`src/hdl/scs_pkg.sv`:
```
// Shared types and constants for the staggered channel enable sequencer.
`timescale 1ns / 1ps

package scs_pkg;

  localparam int unsigned CH_W       = 4;
  localparam int unsigned LEN_W      = 4;
  localparam int unsigned DELAY_W    = 16;
  localparam logic [DELAY_W-1:0] DELAY_RESET = 16'd1000;

  typedef enum logic [1:0] {
    OP_ENABLE = 2'd0,
    OP_STOP   = 2'd1,
    OP_TICK   = 2'd2
  } op_e;

  typedef enum logic [1:0] {
    ST_OFF     = 2'd0,
    ST_ON      = 2'd1,
    ST_PENDING = 2'd2
  } chan_state_e;

  // Command broadcast to every slot cell of the wait queue.
  typedef struct packed {
    logic [CH_W-1:0]  ch;
    logic             rm_en;
    logic             pop;
    logic             ins;
    logic [LEN_W-1:0] len;
  } slot_cmd_t;

  // Control of the switch delay timer.
  typedef struct packed {
    logic start;
    logic tick;
  } tmr_ctrl_t;

endpackage

```
`src/hdl/scs_slot_cell.sv`:
```
// One slot of the wait queue: holds a channel code and shifts toward the head.
`timescale 1ns / 1ps

module scs_slot_cell #(
  parameter int unsigned IDX      = 0,
  parameter int unsigned CHANNELS = 9
) (
  input  logic                     clk_i,
  input  logic                     rst_ni,
  input  scs_pkg::slot_cmd_t       cmd_i,
  input  logic                     seen_i,
  input  logic [scs_pkg::CH_W-1:0] next1_i,
  input  logic [scs_pkg::CH_W-1:0] next2_i,
  output logic [scs_pkg::CH_W-1:0] slot_o,
  output logic                     match_o,
  output logic                     seen_o
);

  localparam logic [scs_pkg::CH_W-1:0] NoneCode = scs_pkg::CH_W'(CHANNELS);

  logic [scs_pkg::CH_W-1:0] slot_q, slot_d;
  logic                     rm;

  assign match_o = (slot_q != NoneCode) && (slot_q == cmd_i.ch);
  assign seen_o  = seen_i | match_o;
  // A removal at this slot or any slot closer to the head moves this slot up.
  assign rm      = cmd_i.rm_en & seen_o;
  assign slot_o  = slot_q;

  always_comb begin
    case ({rm, cmd_i.pop})
      2'b11:          slot_d = next2_i;
      2'b10, 2'b01:   slot_d = next1_i;
      default: begin
        if (cmd_i.ins && (cmd_i.len == scs_pkg::LEN_W'(IDX))) begin
          slot_d = cmd_i.ch;
        end else begin
          slot_d = slot_q;
        end
      end
    endcase
  end

  always_ff @(posedge clk_i or negedge rst_ni) begin
    if (!rst_ni) begin
      slot_q <= NoneCode;
    end else begin
      slot_q <= slot_d;
    end
  end

endmodule

```
`src/hdl/scs_delay_timer.sv`:
```
// Switch delay register and one-shot countdown timer.
`timescale 1ns / 1ps

module scs_delay_timer (
  input  logic                        clk_i,
  input  logic                        rst_ni,
  input  logic                        cfg_we_i,
  input  logic [scs_pkg::DELAY_W-1:0] cfg_data_i,
  input  scs_pkg::tmr_ctrl_t          ctrl_i,
  output logic                        active_o,
  output logic                        expire_o
);

  logic [scs_pkg::DELAY_W-1:0] ticks_q;
  logic [scs_pkg::DELAY_W-1:0] count_q, count_d;
  logic                        active_q, active_d;

  assign expire_o = ctrl_i.tick && active_q && (count_q == scs_pkg::DELAY_W'(1));
  assign active_o = active_q;

  always_comb begin
    count_d  = count_q;
    active_d = active_q;
    if (ctrl_i.start) begin
      // A zero delay behaves as one tick.
      count_d  = (ticks_q == '0) ? scs_pkg::DELAY_W'(1) : ticks_q;
      active_d = 1'b1;
    end else if (ctrl_i.tick && active_q) begin
      count_d = count_q - scs_pkg::DELAY_W'(1);
      if (expire_o) begin
        active_d = 1'b0;
      end
    end
  end

  always_ff @(posedge clk_i or negedge rst_ni) begin
    if (!rst_ni) begin
      ticks_q  <= scs_pkg::DELAY_RESET;
      count_q  <= '0;
      active_q <= 1'b0;
    end else begin
      if (cfg_we_i) begin
        ticks_q <= cfg_data_i;
      end
      count_q  <= count_d;
      active_q <= active_d;
    end
  end

endmodule

```
`src/hdl/staggered_channel_enable_sequencer.sv`:
```
// Top level of the staggered channel enable sequencer.
`timescale 1ns / 1ps

// Switches on load channels one at a time so that only one is pre-heating.
// Each input transaction (enable request, stop, or millisecond tick) is
// fully processed in the cycle it is accepted and yields exactly one result
// transaction carrying the updated status; a new transaction is accepted
// every cycle unless a result is still waiting with the output stalled.
// The wait queue is a row of slot cells that match and shift in parallel,
// so queue removal and advance complete in that single cycle. The delay
// register (reset 1000 ticks, 0 acts as 1) may be written whenever the
// block is idle.
module staggered_channel_enable_sequencer #(
  parameter int unsigned CHANNELS = 9
) (
  input  logic                         clk_i,
  input  logic                         rst_ni,
  input  logic                         cfg_we_i,
  input  logic [scs_pkg::DELAY_W-1:0]  cfg_data_i,
  input  logic                         in_valid_i,
  output logic                         in_stall_o,
  input  logic [1:0]                   op_i,
  input  logic [scs_pkg::CH_W-1:0]     channel_i,
  output logic                         out_valid_o,
  input  logic                         out_stall_i,
  output logic [2*CHANNELS-1:0]        status_vector_o,
  output logic [scs_pkg::CH_W-1:0]     preheat_channel_o,
  output logic [scs_pkg::LEN_W-1:0]    queue_length_o,
  output logic                         timer_running_o
);

  localparam logic [scs_pkg::CH_W-1:0]  NoneCode = scs_pkg::CH_W'(CHANNELS);
  localparam logic [scs_pkg::LEN_W-1:0] MaxLen   = scs_pkg::LEN_W'(CHANNELS);

  logic                         out_valid_q;
  logic [2*CHANNELS-1:0]        status_q, status_d;
  logic [scs_pkg::CH_W-1:0]     pre_q, pre_d;
  logic [scs_pkg::LEN_W-1:0]    len_q, len_d, len_rm;

  logic [scs_pkg::CH_W-1:0]     slot_w [CHANNELS+2];
  logic                         match_w [CHANNELS];
  logic                         seen_w [CHANNELS+1];

  scs_pkg::slot_cmd_t           cmd;
  scs_pkg::tmr_ctrl_t           tmr;
  logic                         timer_active, timer_expire;

  logic acc, ch_ok, is_en, is_stop, is_tick;
  logic en_live, en_now, en_queue, rm, adv, pop;
  logic [scs_pkg::CH_W-1:0] head;

  assign in_stall_o = out_valid_q && out_stall_i;
  assign acc        = in_valid_i && !in_stall_o;
  assign ch_ok      = channel_i < NoneCode;
  assign is_en      = acc && (op_i == scs_pkg::OP_ENABLE) && ch_ok;
  assign is_stop    = acc && (op_i == scs_pkg::OP_STOP) && ch_ok;
  assign is_tick    = acc && (op_i == scs_pkg::OP_TICK);

  assign en_live  = is_en && (channel_i != pre_q);
  assign en_now   = en_live && (pre_q == NoneCode);
  assign en_queue = en_live && (pre_q != NoneCode) && !seen_w[CHANNELS] && (len_q < MaxLen);
  assign rm       = is_stop && seen_w[CHANNELS];
  assign len_rm   = len_q - scs_pkg::LEN_W'(rm);
  assign adv      = (is_stop && (pre_q == channel_i)) || timer_expire;
  assign pop      = adv && (len_rm != '0);
  // Queue head after a stop has removed its channel.
  assign head     = (rm && match_w[0]) ? slot_w[1] : slot_w[0];

  assign cmd.ch    = channel_i;
  assign cmd.rm_en = is_stop;
  assign cmd.pop   = pop;
  assign cmd.ins   = en_queue;
  assign cmd.len   = len_q;

  assign tmr.tick  = is_tick;
  assign tmr.start = (en_queue && (len_q == '0)) ||
                     (pop && (len_rm != scs_pkg::LEN_W'(1)));

  assign slot_w[CHANNELS]   = NoneCode;
  assign slot_w[CHANNELS+1] = NoneCode;
  assign seen_w[0]          = 1'b0;

  for (genvar gi = 0; gi < CHANNELS; gi++) begin : g_slot
    scs_slot_cell #(
      .IDX      (gi),
      .CHANNELS (CHANNELS)
    ) u_cell (
      .clk_i   (clk_i),
      .rst_ni  (rst_ni),
      .cmd_i   (cmd),
      .seen_i  (seen_w[gi]),
      .next1_i (slot_w[gi+1]),
      .next2_i (slot_w[gi+2]),
      .slot_o  (slot_w[gi]),
      .match_o (match_w[gi]),
      .seen_o  (seen_w[gi+1])
    );
  end

  scs_delay_timer u_timer (
    .clk_i      (clk_i),
    .rst_ni     (rst_ni),
    .cfg_we_i   (cfg_we_i),
    .cfg_data_i (cfg_data_i),
    .ctrl_i     (tmr),
    .active_o   (timer_active),
    .expire_o   (timer_expire)
  );

  always_comb begin
    if (en_queue) begin
      len_d = len_q + scs_pkg::LEN_W'(1);
    end else begin
      len_d = len_rm - scs_pkg::LEN_W'(pop);
    end

    if (en_now) begin
      pre_d = channel_i;
    end else if (adv) begin
      pre_d = pop ? head : NoneCode;
    end else begin
      pre_d = pre_q;
    end
  end

  // Per-channel state lanes; the advance applies after a stop.
  always_comb begin
    status_d = status_q;
    for (int j = 0; j < CHANNELS; j++) begin
      if (is_stop && (channel_i == scs_pkg::CH_W'(j))) begin
        status_d[2*j +: 2] = scs_pkg::ST_OFF;
      end
      if (en_now && (channel_i == scs_pkg::CH_W'(j))) begin
        status_d[2*j +: 2] = scs_pkg::ST_ON;
      end
      if (en_queue && (channel_i == scs_pkg::CH_W'(j))) begin
        status_d[2*j +: 2] = scs_pkg::ST_PENDING;
      end
      if (pop && (head == scs_pkg::CH_W'(j))) begin
        status_d[2*j +: 2] = scs_pkg::ST_ON;
      end
    end
  end

  always_ff @(posedge clk_i or negedge rst_ni) begin
    if (!rst_ni) begin
      out_valid_q <= 1'b0;
      status_q    <= '0;
      pre_q       <= NoneCode;
      len_q       <= '0;
    end else begin
      if (acc) begin
        out_valid_q <= 1'b1;
      end else if (!out_stall_i) begin
        out_valid_q <= 1'b0;
      end
      status_q <= status_d;
      pre_q    <= pre_d;
      len_q    <= len_d;
    end
  end

  // State changes only when a transaction is accepted, so the result fields
  // read straight from the state registers.
  assign out_valid_o       = out_valid_q;
  assign status_vector_o   = status_q;
  assign preheat_channel_o = pre_q;
  assign queue_length_o    = len_q;
  assign timer_running_o   = timer_active;

`ifndef SYNTHESIS
  a_len_bound: assert property (@(posedge clk_i) disable iff (!rst_ni)
    len_q <= MaxLen)
    else $error("queue length exceeds channel count");

  a_queue_has_pre: assert property (@(posedge clk_i) disable iff (!rst_ni)
    (len_q != '0) |-> (pre_q != NoneCode))
    else $error("channels wait while none is pre-heating");

  a_queue_timer: assert property (@(posedge clk_i) disable iff (!rst_ni)
    (len_q != '0) |-> timer_active)
    else $error("channels wait without a running delay timer");

  a_pre_is_on: assert property (@(posedge clk_i) disable iff (!rst_ni)
    (pre_q < NoneCode) |-> (status_q[2*pre_q +: 2] == scs_pkg::ST_ON))
    else $error("pre-heating channel is not on");

  a_hold_idle: assert property (@(posedge clk_i) disable iff (!rst_ni)
    !acc |=> ($stable(len_q) && $stable(pre_q) && $stable(status_q)))
    else $error("state changed without a transaction");
`endif

endmodule

```
`config.mk`:
```
export PLATFORM = sky130hd
export DESIGN_NAME = staggered_channel_enable_sequencer
export DESIGN_NICKNAME = d
export VERILOG_FILES = /design/src/hdl/scs_pkg.sv /design/src/hdl/scs_slot_cell.sv /design/src/hdl/scs_delay_timer.sv /design/src/hdl/staggered_channel_enable_sequencer.sv
export SDC_FILE = /design/constraint.sdc
export NUM_CORES = 1
export LEC_CHECK = 0
export ABC_AREA = 1
export BUFFER_PORTS_ARGS = -buffer_cell sky130_fd_sc_hd__buf_2
export CAP_MARGIN = 20
export CORE_ASPECT_RATIO = 0.7
export CORE_MARGIN = 5
export CORE_UTILIZATION = 57
export CTS_BUF_LIST = sky130_fd_sc_hd__clkbuf_8
export DETAILED_ROUTE_END_ITERATION = 6
export PLACE_DENSITY = 0.83
export SLEW_MARGIN = 10
export SYNTH_ARGS = -nofsm -noshare
export SYNTH_HDL_FRONTEND = slang
export SYNTH_SLANG_ARGS = --single-unit
export TNS_END_PERCENT = 5
```
`constraint.sdc`:
```
create_clock -name clk_i -period 3.5 [get_ports clk_i]
set_input_delay 0.7 -clock clk_i [delete_from_list [all_inputs] [get_ports clk_i]]
set_output_delay 0.7 -clock clk_i [all_outputs]
set_load 0.01 [all_outputs]
```
* After elaboration in Yosys (flattened, before gate mapping)
Cells that the tools add are included.
** Word-level totals
- Logic and storage cells :: 306
- Output and inout bits :: 29
- Flip-flop bits (word level) :: 96
** Cells by class
- Magnitude comparators :: 2
- Add/sub/neg operators :: 4
- Reduce and logical (&&, ||, !) cells :: 114
- Bitwise gates (word level) :: 17
- Mux-type cells :: 67
- Equality and inequality tests :: 78
** Operators by type and width (count)
- $logic_and 1x1->1 :: 73
- $mux 2 :: 36
- $pmux 4 s2 :: 8
- $mux 4 :: 15
- $eq 4x3->1 const B :: 12
- $mux 16 :: 3
- $eq 4x4->1 :: 10
- $ne 4x4->1 const B :: 10
- $reduce_bool 4->1 :: 10
- $eq 2x2->1 const B :: 19
- $eq 4x2->1 const B :: 6
- $reduce_bool 3->1 :: 8
- $eq 2x1->1 const B :: 10
- $eq 16x1->1 const B :: 1
- $eq 4x4->1 const B :: 4
- $logic_not 16->1 :: 1
- $reduce_or 2->1 :: 8
- $sub 16x1->16 const B :: 1
- $eq 4x1->1 const B :: 3
- $logic_not 4->1 :: 3
- $and 1x1->1 :: 9
- $lt 4x4->1 const B :: 2
- $or 1x1->1 :: 8
- $reduce_bool 2->1 :: 4
- other kinds (11) :: 18

* Longest topological paths before layout
- Depth in word-level cells :: 18
- Depth in mapped cells :: 27

* By module
A second synthesis with hierarchy kept.
** Unflattened totals
- Cells, all modules :: 1190
- Area total of the unflattened synthesis :: 7851.3 µm²
** Modules (own cells, without submodules)
- staggered_channel_enable_sequencer :: area an instance 2109.5 µm², times used 1, cells each 304
- scs_delay_timer :: area an instance 1855.5 µm², times used 1, cells each 249
- scs_slot_cell at g_slot[5].u_cell ... :: area an instance 451.7 µm², times used 2, cells each 76
- scs_slot_cell at g_slot[1].u_cell ... :: area an instance 419.2 µm², times used 2, cells each 70
- scs_slot_cell at g_slot[8].u_cell :: area an instance 440.4 µm², times used 1, cells each 70
- scs_slot_cell at g_slot[7].u_cell :: area an instance 436.7 µm², times used 1, cells each 68
- scs_slot_cell at g_slot[4].u_cell :: area an instance 435.4 µm², times used 1, cells each 70
- scs_slot_cell at g_slot[3].u_cell :: area an instance 416.6 µm², times used 1, cells each 68
- scs_slot_cell at g_slot[0].u_cell :: area an instance 415.4 µm², times used 1, cells each 69

* Least setup slack after synthesis
OpenSTA, ideal clock, no wires.
- Kind :: input to register
- Start point :: input port channel_i[2] (netlist bit)
- End point :: register g_slot[7].u_cell.slot_q (netlist bit g_slot[7].u_cell.slot_o[1])
- Buffers on the path :: 3
- Path slack :: -0.630 ns
- Stages on the path :: 25
- Setup time :: 0.126 ns
- Data arrival time :: 4.003 ns
- Cells stage by stage :: buf_2 -> inv_2 -> nand2_1 -> o21ai_1 -> nor2_1 -> nand3_1 -> nand3_1 -> nor2_2 -> nand4_2 -> nor2_4 -> nand2_2 -> nand2_1 -> inv_1 -> ha_1 -> ha_1 -> nand3_1 -> o31ai_1 -> clkbuf_1 -> ha_1 -> clkbuf_2 -> inv_1 -> nand3_1 -> o21ai_0 -> nand2_1 -> o21ai_0
** On the way
- Cells in the longest elaborated chain, start to end :: 17
- Elaborated cells between the ends (all ways) :: 50
- Those cells by class :: 1 x add/sub; 1 x order compare; 14 x eq/ne; 1 x mux; 9 x bitwise; 24 x reduce/logical
** RTL lines
- from (decl) :: line staggered_channel_enable_sequencer.sv:23 : input logic [scs_pkg::CH_W-1:0] channel_i,
- $eq 4x4->1 :: line scs_slot_cell.sv:24 : assign match_o = (slot_q != NoneCode) && (slot_q == cmd_i.ch);
- $logic_and 1x1->1 :: line scs_slot_cell.sv:24
- $or 1x1->1 (8 in a row) :: line scs_slot_cell.sv:25 : assign seen_o = seen_i | match_o;
- $logic_and 1x1->1 :: line staggered_channel_enable_sequencer.sv:62 : assign rm = is_stop && seen_w[CHANNELS];
- $sub 4x1->4 :: line staggered_channel_enable_sequencer.sv:63 : assign len_rm = len_q - scs_pkg::LEN_W'(rm);
- $reduce_bool 4->1 :: line staggered_channel_enable_sequencer.sv:65 : assign pop = adv && (len_rm != '0);
- $logic_and 1x1->1 :: line staggered_channel_enable_sequencer.sv:65
- $eq 2x2->1 / $eq 2x1->1 (equally long branches) :: line scs_slot_cell.sv:31 : case ({rm, cmd_i.pop})
- $reduce_or 2->1 :: line scs_slot_cell.sv:31
- $pmux 4 s2 / $reduce_bool 3->1 (equally long branches)
- to (signal assigned) :: line scs_slot_cell.sv:46 : slot_q <= NoneCode;
- to (signal assigned) :: line scs_slot_cell.sv:48 : slot_q <= slot_d;
- to (decl) :: line scs_slot_cell.sv:21 : logic [scs_pkg::CH_W-1:0] slot_q, slot_d;
Parallel ways exist; a longest one is shown, timed or not.
A chain may end at the register's enable or synchronous reset.

* Final worst setup path
- Start point :: register g_slot[0].u_cell.slot_q (netlist bit g_slot[0].u_cell.slot_o[0])
- End point :: register g_slot[6].u_cell.slot_q (netlist bit g_slot[6].u_cell.slot_o[2])
** On the way
- Cells in the longest elaborated chain, start to end :: 17
- Elaborated cells between the ends (all ways) :: 26
- Those cells by class :: 1 x add/sub; 5 x eq/ne; 1 x mux; 9 x bitwise; 10 x reduce/logical
** RTL lines (line)
- from (decl) :: scs_slot_cell.sv:21
- from (signal assigned) :: scs_slot_cell.sv:46
- from (signal assigned) :: scs_slot_cell.sv:48
- $ne 4x4->1 / $eq 4x4->1 (equally long branches) :: scs_slot_cell.sv:24
- $logic_and 1x1->1 (*) :: scs_slot_cell.sv:24
- $or 1x1->1 (*) (6 in a row) :: scs_slot_cell.sv:25
- $or 1x1->1 (2 in a row) :: scs_slot_cell.sv:25
- $logic_and 1x1->1 :: staggered_channel_enable_sequencer.sv:62
- $sub 4x1->4 :: staggered_channel_enable_sequencer.sv:63
- $reduce_bool 4->1 :: staggered_channel_enable_sequencer.sv:65
- $logic_and 1x1->1 :: staggered_channel_enable_sequencer.sv:65
- $eq 2x2->1 / $eq 2x1->1 (equally long branches) :: scs_slot_cell.sv:31
- $reduce_or 2->1
- $pmux 4 s2 / $reduce_bool 3->1 (equally long branches)
- to (signal assigned) :: scs_slot_cell.sv:46
- to (signal assigned) :: scs_slot_cell.sv:48
- to (decl) :: scs_slot_cell.sv:21
Mark *: on every way between the ends. The rest lies on a longest branch, timed or not.

==> out/metrics.yaml <==
timing:
  fin_hold_ws_ns: 0.340
  relSlewSlack: 0.531
  final-setup-viol-count: 0
  finClkSkew_ns: 0.00830
  fmax_mhz: 289
  grt_setup_unrepaired: "true"
  fin_crit_ns: 3.46
  fin_crit_sh: 0.987
  tightest_slew_ns: 0.696
  hold_viol: 0
  finalMaxSlewViolations: 0
logic_synthesis:
  synthSimpleGateAreaFrac: 0.327
  ys_warn_count: 0
  netlist_area_um2: 6600
  synth_xor_area_frac: 0.0398
  syn_nets: 969
  ys_seq_area_frac: 0.369
  synth_compound_area_frac: 0.133
  ys_seq_elements: 96
  synth_fa_ha_area_frac: 0.0512
  synth_mux_area_frac: 0
  synth_cell_types: 43
  syn_area_per_cell_um2: 7.21
  synth_top_family_by_area: "simple AND/OR/NAND/NOR gates"
  synthCells: 915
critical_path:
  worstPathRequired_ns: 3.76
  start_kind: "register"
  worstSetupPathType: "register to register"
  r2r_start: "g_slot[0].u_cell.slot_o[0]$_DFFE_PN1P_"
  cp_max_fo: 5
  reg2reg_to: "g_slot[6].u_cell.slot_o[2]$_DFFE_PN0P_"
  r2r_cells: 22
  crit_arrival_ns: 3.72
  r2r_slack_ns: 0.04
  crit_path_end_kind: "register"
  startpoint: "g_slot[0].u_cell.slot_o[0]$_DFFE_PN1P_"
floorplanning:
  io_pins: 56
  dieArea_um2: 13900
  start_util: 0.591
  rows: 32
  die_width_um: 139
  die_y_um: 100
  core_area_um2: 11200
placed_design:
  dpl.cell_count: 1163
  globalplace.congestion: 0.930
  port_buffers: 55
  hpwl_um: 13800
detailed_routing:
  drtPass1Iterations: 5
  via_per_inst: 5.70
  wl_per_cell_um: 15.7
  wl_um: 18600
  drc: 0
  dr_total_vias: 6740
  ant_nets: 0
  detail_route.iter0.violations: 798
cts:
  cts_max_level: 3
  clk_pin_slew_worst_paths_ns: 0.10
  clockBufferDepth: 2
  cts_tree: "done"
  cts_buffers: 9
  cts_root_buf: "clkbuf_8"
  clk-insertion-delay-late_ns: 0.39
  ctsHoldBuffers: 0
  clock-sinks: 96
grt:
  grt_start_max_net_pins: 54
  grt_pass1_wl_um: 30300
  grt_pass1_vias: 6143
  grtUsageMet1: 0.402
  grt_busiest_layer: "met1"
  antenna_found_initial: 0
  grt_use_met3: 0.0643
  grt_usage: 0.267
  grtUsageMet2: 0.389
  overflow: 0
pwr:
  clockPowerShare: 0.148
  max-vdd-ir-drop_v: 0.000387
  p_int_w: 0.00270
  p_switching_w: 0.00221
  power.density_nw_per_um2: 617
  seqPwrFrac: 0.410
  power_leakage_nw: 4.00
  combPwrFrac: 0.443
  switching_share: 0.450
cells_and_area:
  drive_gt1_frac: 0.210
  stdcell_count: 1183
  n_antenna_cell: 0
  area_growth_pct: 20.3
  layout_commonest_cell: "nand2_1"
  nets: 1079
  layout_common_cells: "255 x nand2_1, 96 x inv_1, 79 x nand3_1"
run:
  maxCapViolCount: 0
worst_hold_path:
  hold_class: "input pin to async pin"
status:
  status: "finished clean"
==> sequential cells by signal, indices dropped and copies added, names as in the netlist <==
| name | cells |
|---|---|
| g_slot.u_cell.slot_o | 36 |
| out_valid_o | 1 |
| preheat_channel_o | 4 |
| queue_length_o | 4 |
| status_vector_o | 18 |
| u_timer.active_o | 1 |
| u_timer.count_q | 16 |
| u_timer.ticks_q | 16 |
==> power groups by stage <==
stage / sequential, W / combinational, W / clock [W]
2_1_floorplan: 0.00188 / 0.00147 / 0
3_3_place_gp: 0.00199 / 0.00200 / 0
3_5_place_dp: 0.00200 / 0.00204 / 0
4_1_cts: 0.00198 / 0.00206 / 0.000737
5_1_grt: 0.00204 / 0.00244 / 0.000790
6_report: 0.00201 / 0.00217 / 0.000724
==> routing by layer <==
| layer | share of wire | wire length, um |
|---|---|---|
| met4 | 0.017 | 323 |
| met5 | 0 | 0 |
| met2 | 0.41 | 7680 |
| met3 | 0.095 | 1780 |
| met1 | 0.47 | 8830 |
==> kinds of logic after synthesis <==
kind of cell / count (synthesis)
simple gates: 485
compound gates: 146
buf+inv: 131
flops: 96
xor+xnor: 30
fa+ha+maj: 27
==> synth_stat cells, drive strengths merged <==
master  count  area [um^2]
nor3       16         91.3
dfrtp      70         1750
nand4      47          315
nor2       69          277
inv       104          390
clkbuf     16         61.3
nand2     263         1010
nor3b       1         7.51
o221ai      2         17.5
nand3b      1         7.51
nor4        3         18.8
o31ai       2         15.0
xor2       19          166
a221oi      1         8.76
clkinv      1         3.75
nand3      82          410
a22oi       3         22.5
a21boi      1         7.51
a211oi      1         7.51
a21oi      12         60.1
o21ai      86          434
or2         3         18.8
o211ai      5         37.5
o22ai       9         56.3
ha         27          338
dfstp      26          683
xnor2      11         96.3
a22o       24          210
buf        10         73.8
==> stage by stage <==
step	utilization	setup WS, ns	total power (W)	setup TNS, ns	cell area, um^2
global route	0.711	-0.0951	0.00527	-1.84	7940
finish	0.711	0.0448	0.00490	0	7940
CTS	0.703	0.0856	0.00478	0	7850
floorplan	-	-0.206	0.00335	-6.10	6830
global placement	0.686	-0.157	0.00399	-6.19	7660
detailed placement	0.686	-0.268	0.00405	-11.38	7660
==> worst max path at each step <==
stage / to / slack, ns
floorplan: g_slot[0].u_cell.slot_o[0]$_DFFE_PN1P_ / -0.21
global placement: status_vector_o[10]$_DFFE_PN0P_ / -0.16
detailed placement: g_slot[0].u_cell.slot_o[0]$_DFFE_PN1P_ / -0.27
CTS: g_slot[0].u_cell.slot_o[0]$_DFFE_PN1P_ / 0.09
global route: g_slot[6].u_cell.slot_o[2]$_DFFE_PN0P_ / -0.1
finish: g_slot[6].u_cell.slot_o[2]$_DFFE_PN0P_ / 0.04
==> critical path, cell delays in order, from the launching register on <==
cell	delay (ns)
dfstp_2	0.58
inv_1	0.08
nor2_1	0.10
nor2_1	0.05
nand3_1	0.11
nand3_2	0.13
nor2_4	0.13
nand4_4	0.11
nor2_4	0.12
nand2_2	0.09
nand2_4	0.07
inv_2	0.04
ha_4	0.15
ha_4	0.27
nand3_4	0.08
o21ai_4	0.27
nand2_4	0.19
ha_4	0.27
a22o_1	0.17
nand2_1	0.05
o21ai_0	0.09
nand2_1	0.07
o21ai_0	0.09
==> what timing repair did <==
item / 4_1_cts / 5_1_grt
buffers inserted: 0 / 3
setup endpoints to repair: 0 / 59
gates resized for setup: 0 / 21
==> final cells by class <==
| cell class | count | area (um^2) |
|---|---|---|
| Clock inverter | 7 | 63.8 |
| Clock buffer | 9 | 124 |
| Tap cell | 153 | 191 |
| Timing Repair Buffer | 124 | 828 |
| Fill cell | 911 | 3230 |
| Sequential cell | 96 | 2430 |
| Multi-Input combinational cell | 689 | 3890 |
| Inverter | 105 | 413 |
(Power assumes the default switching activity.)
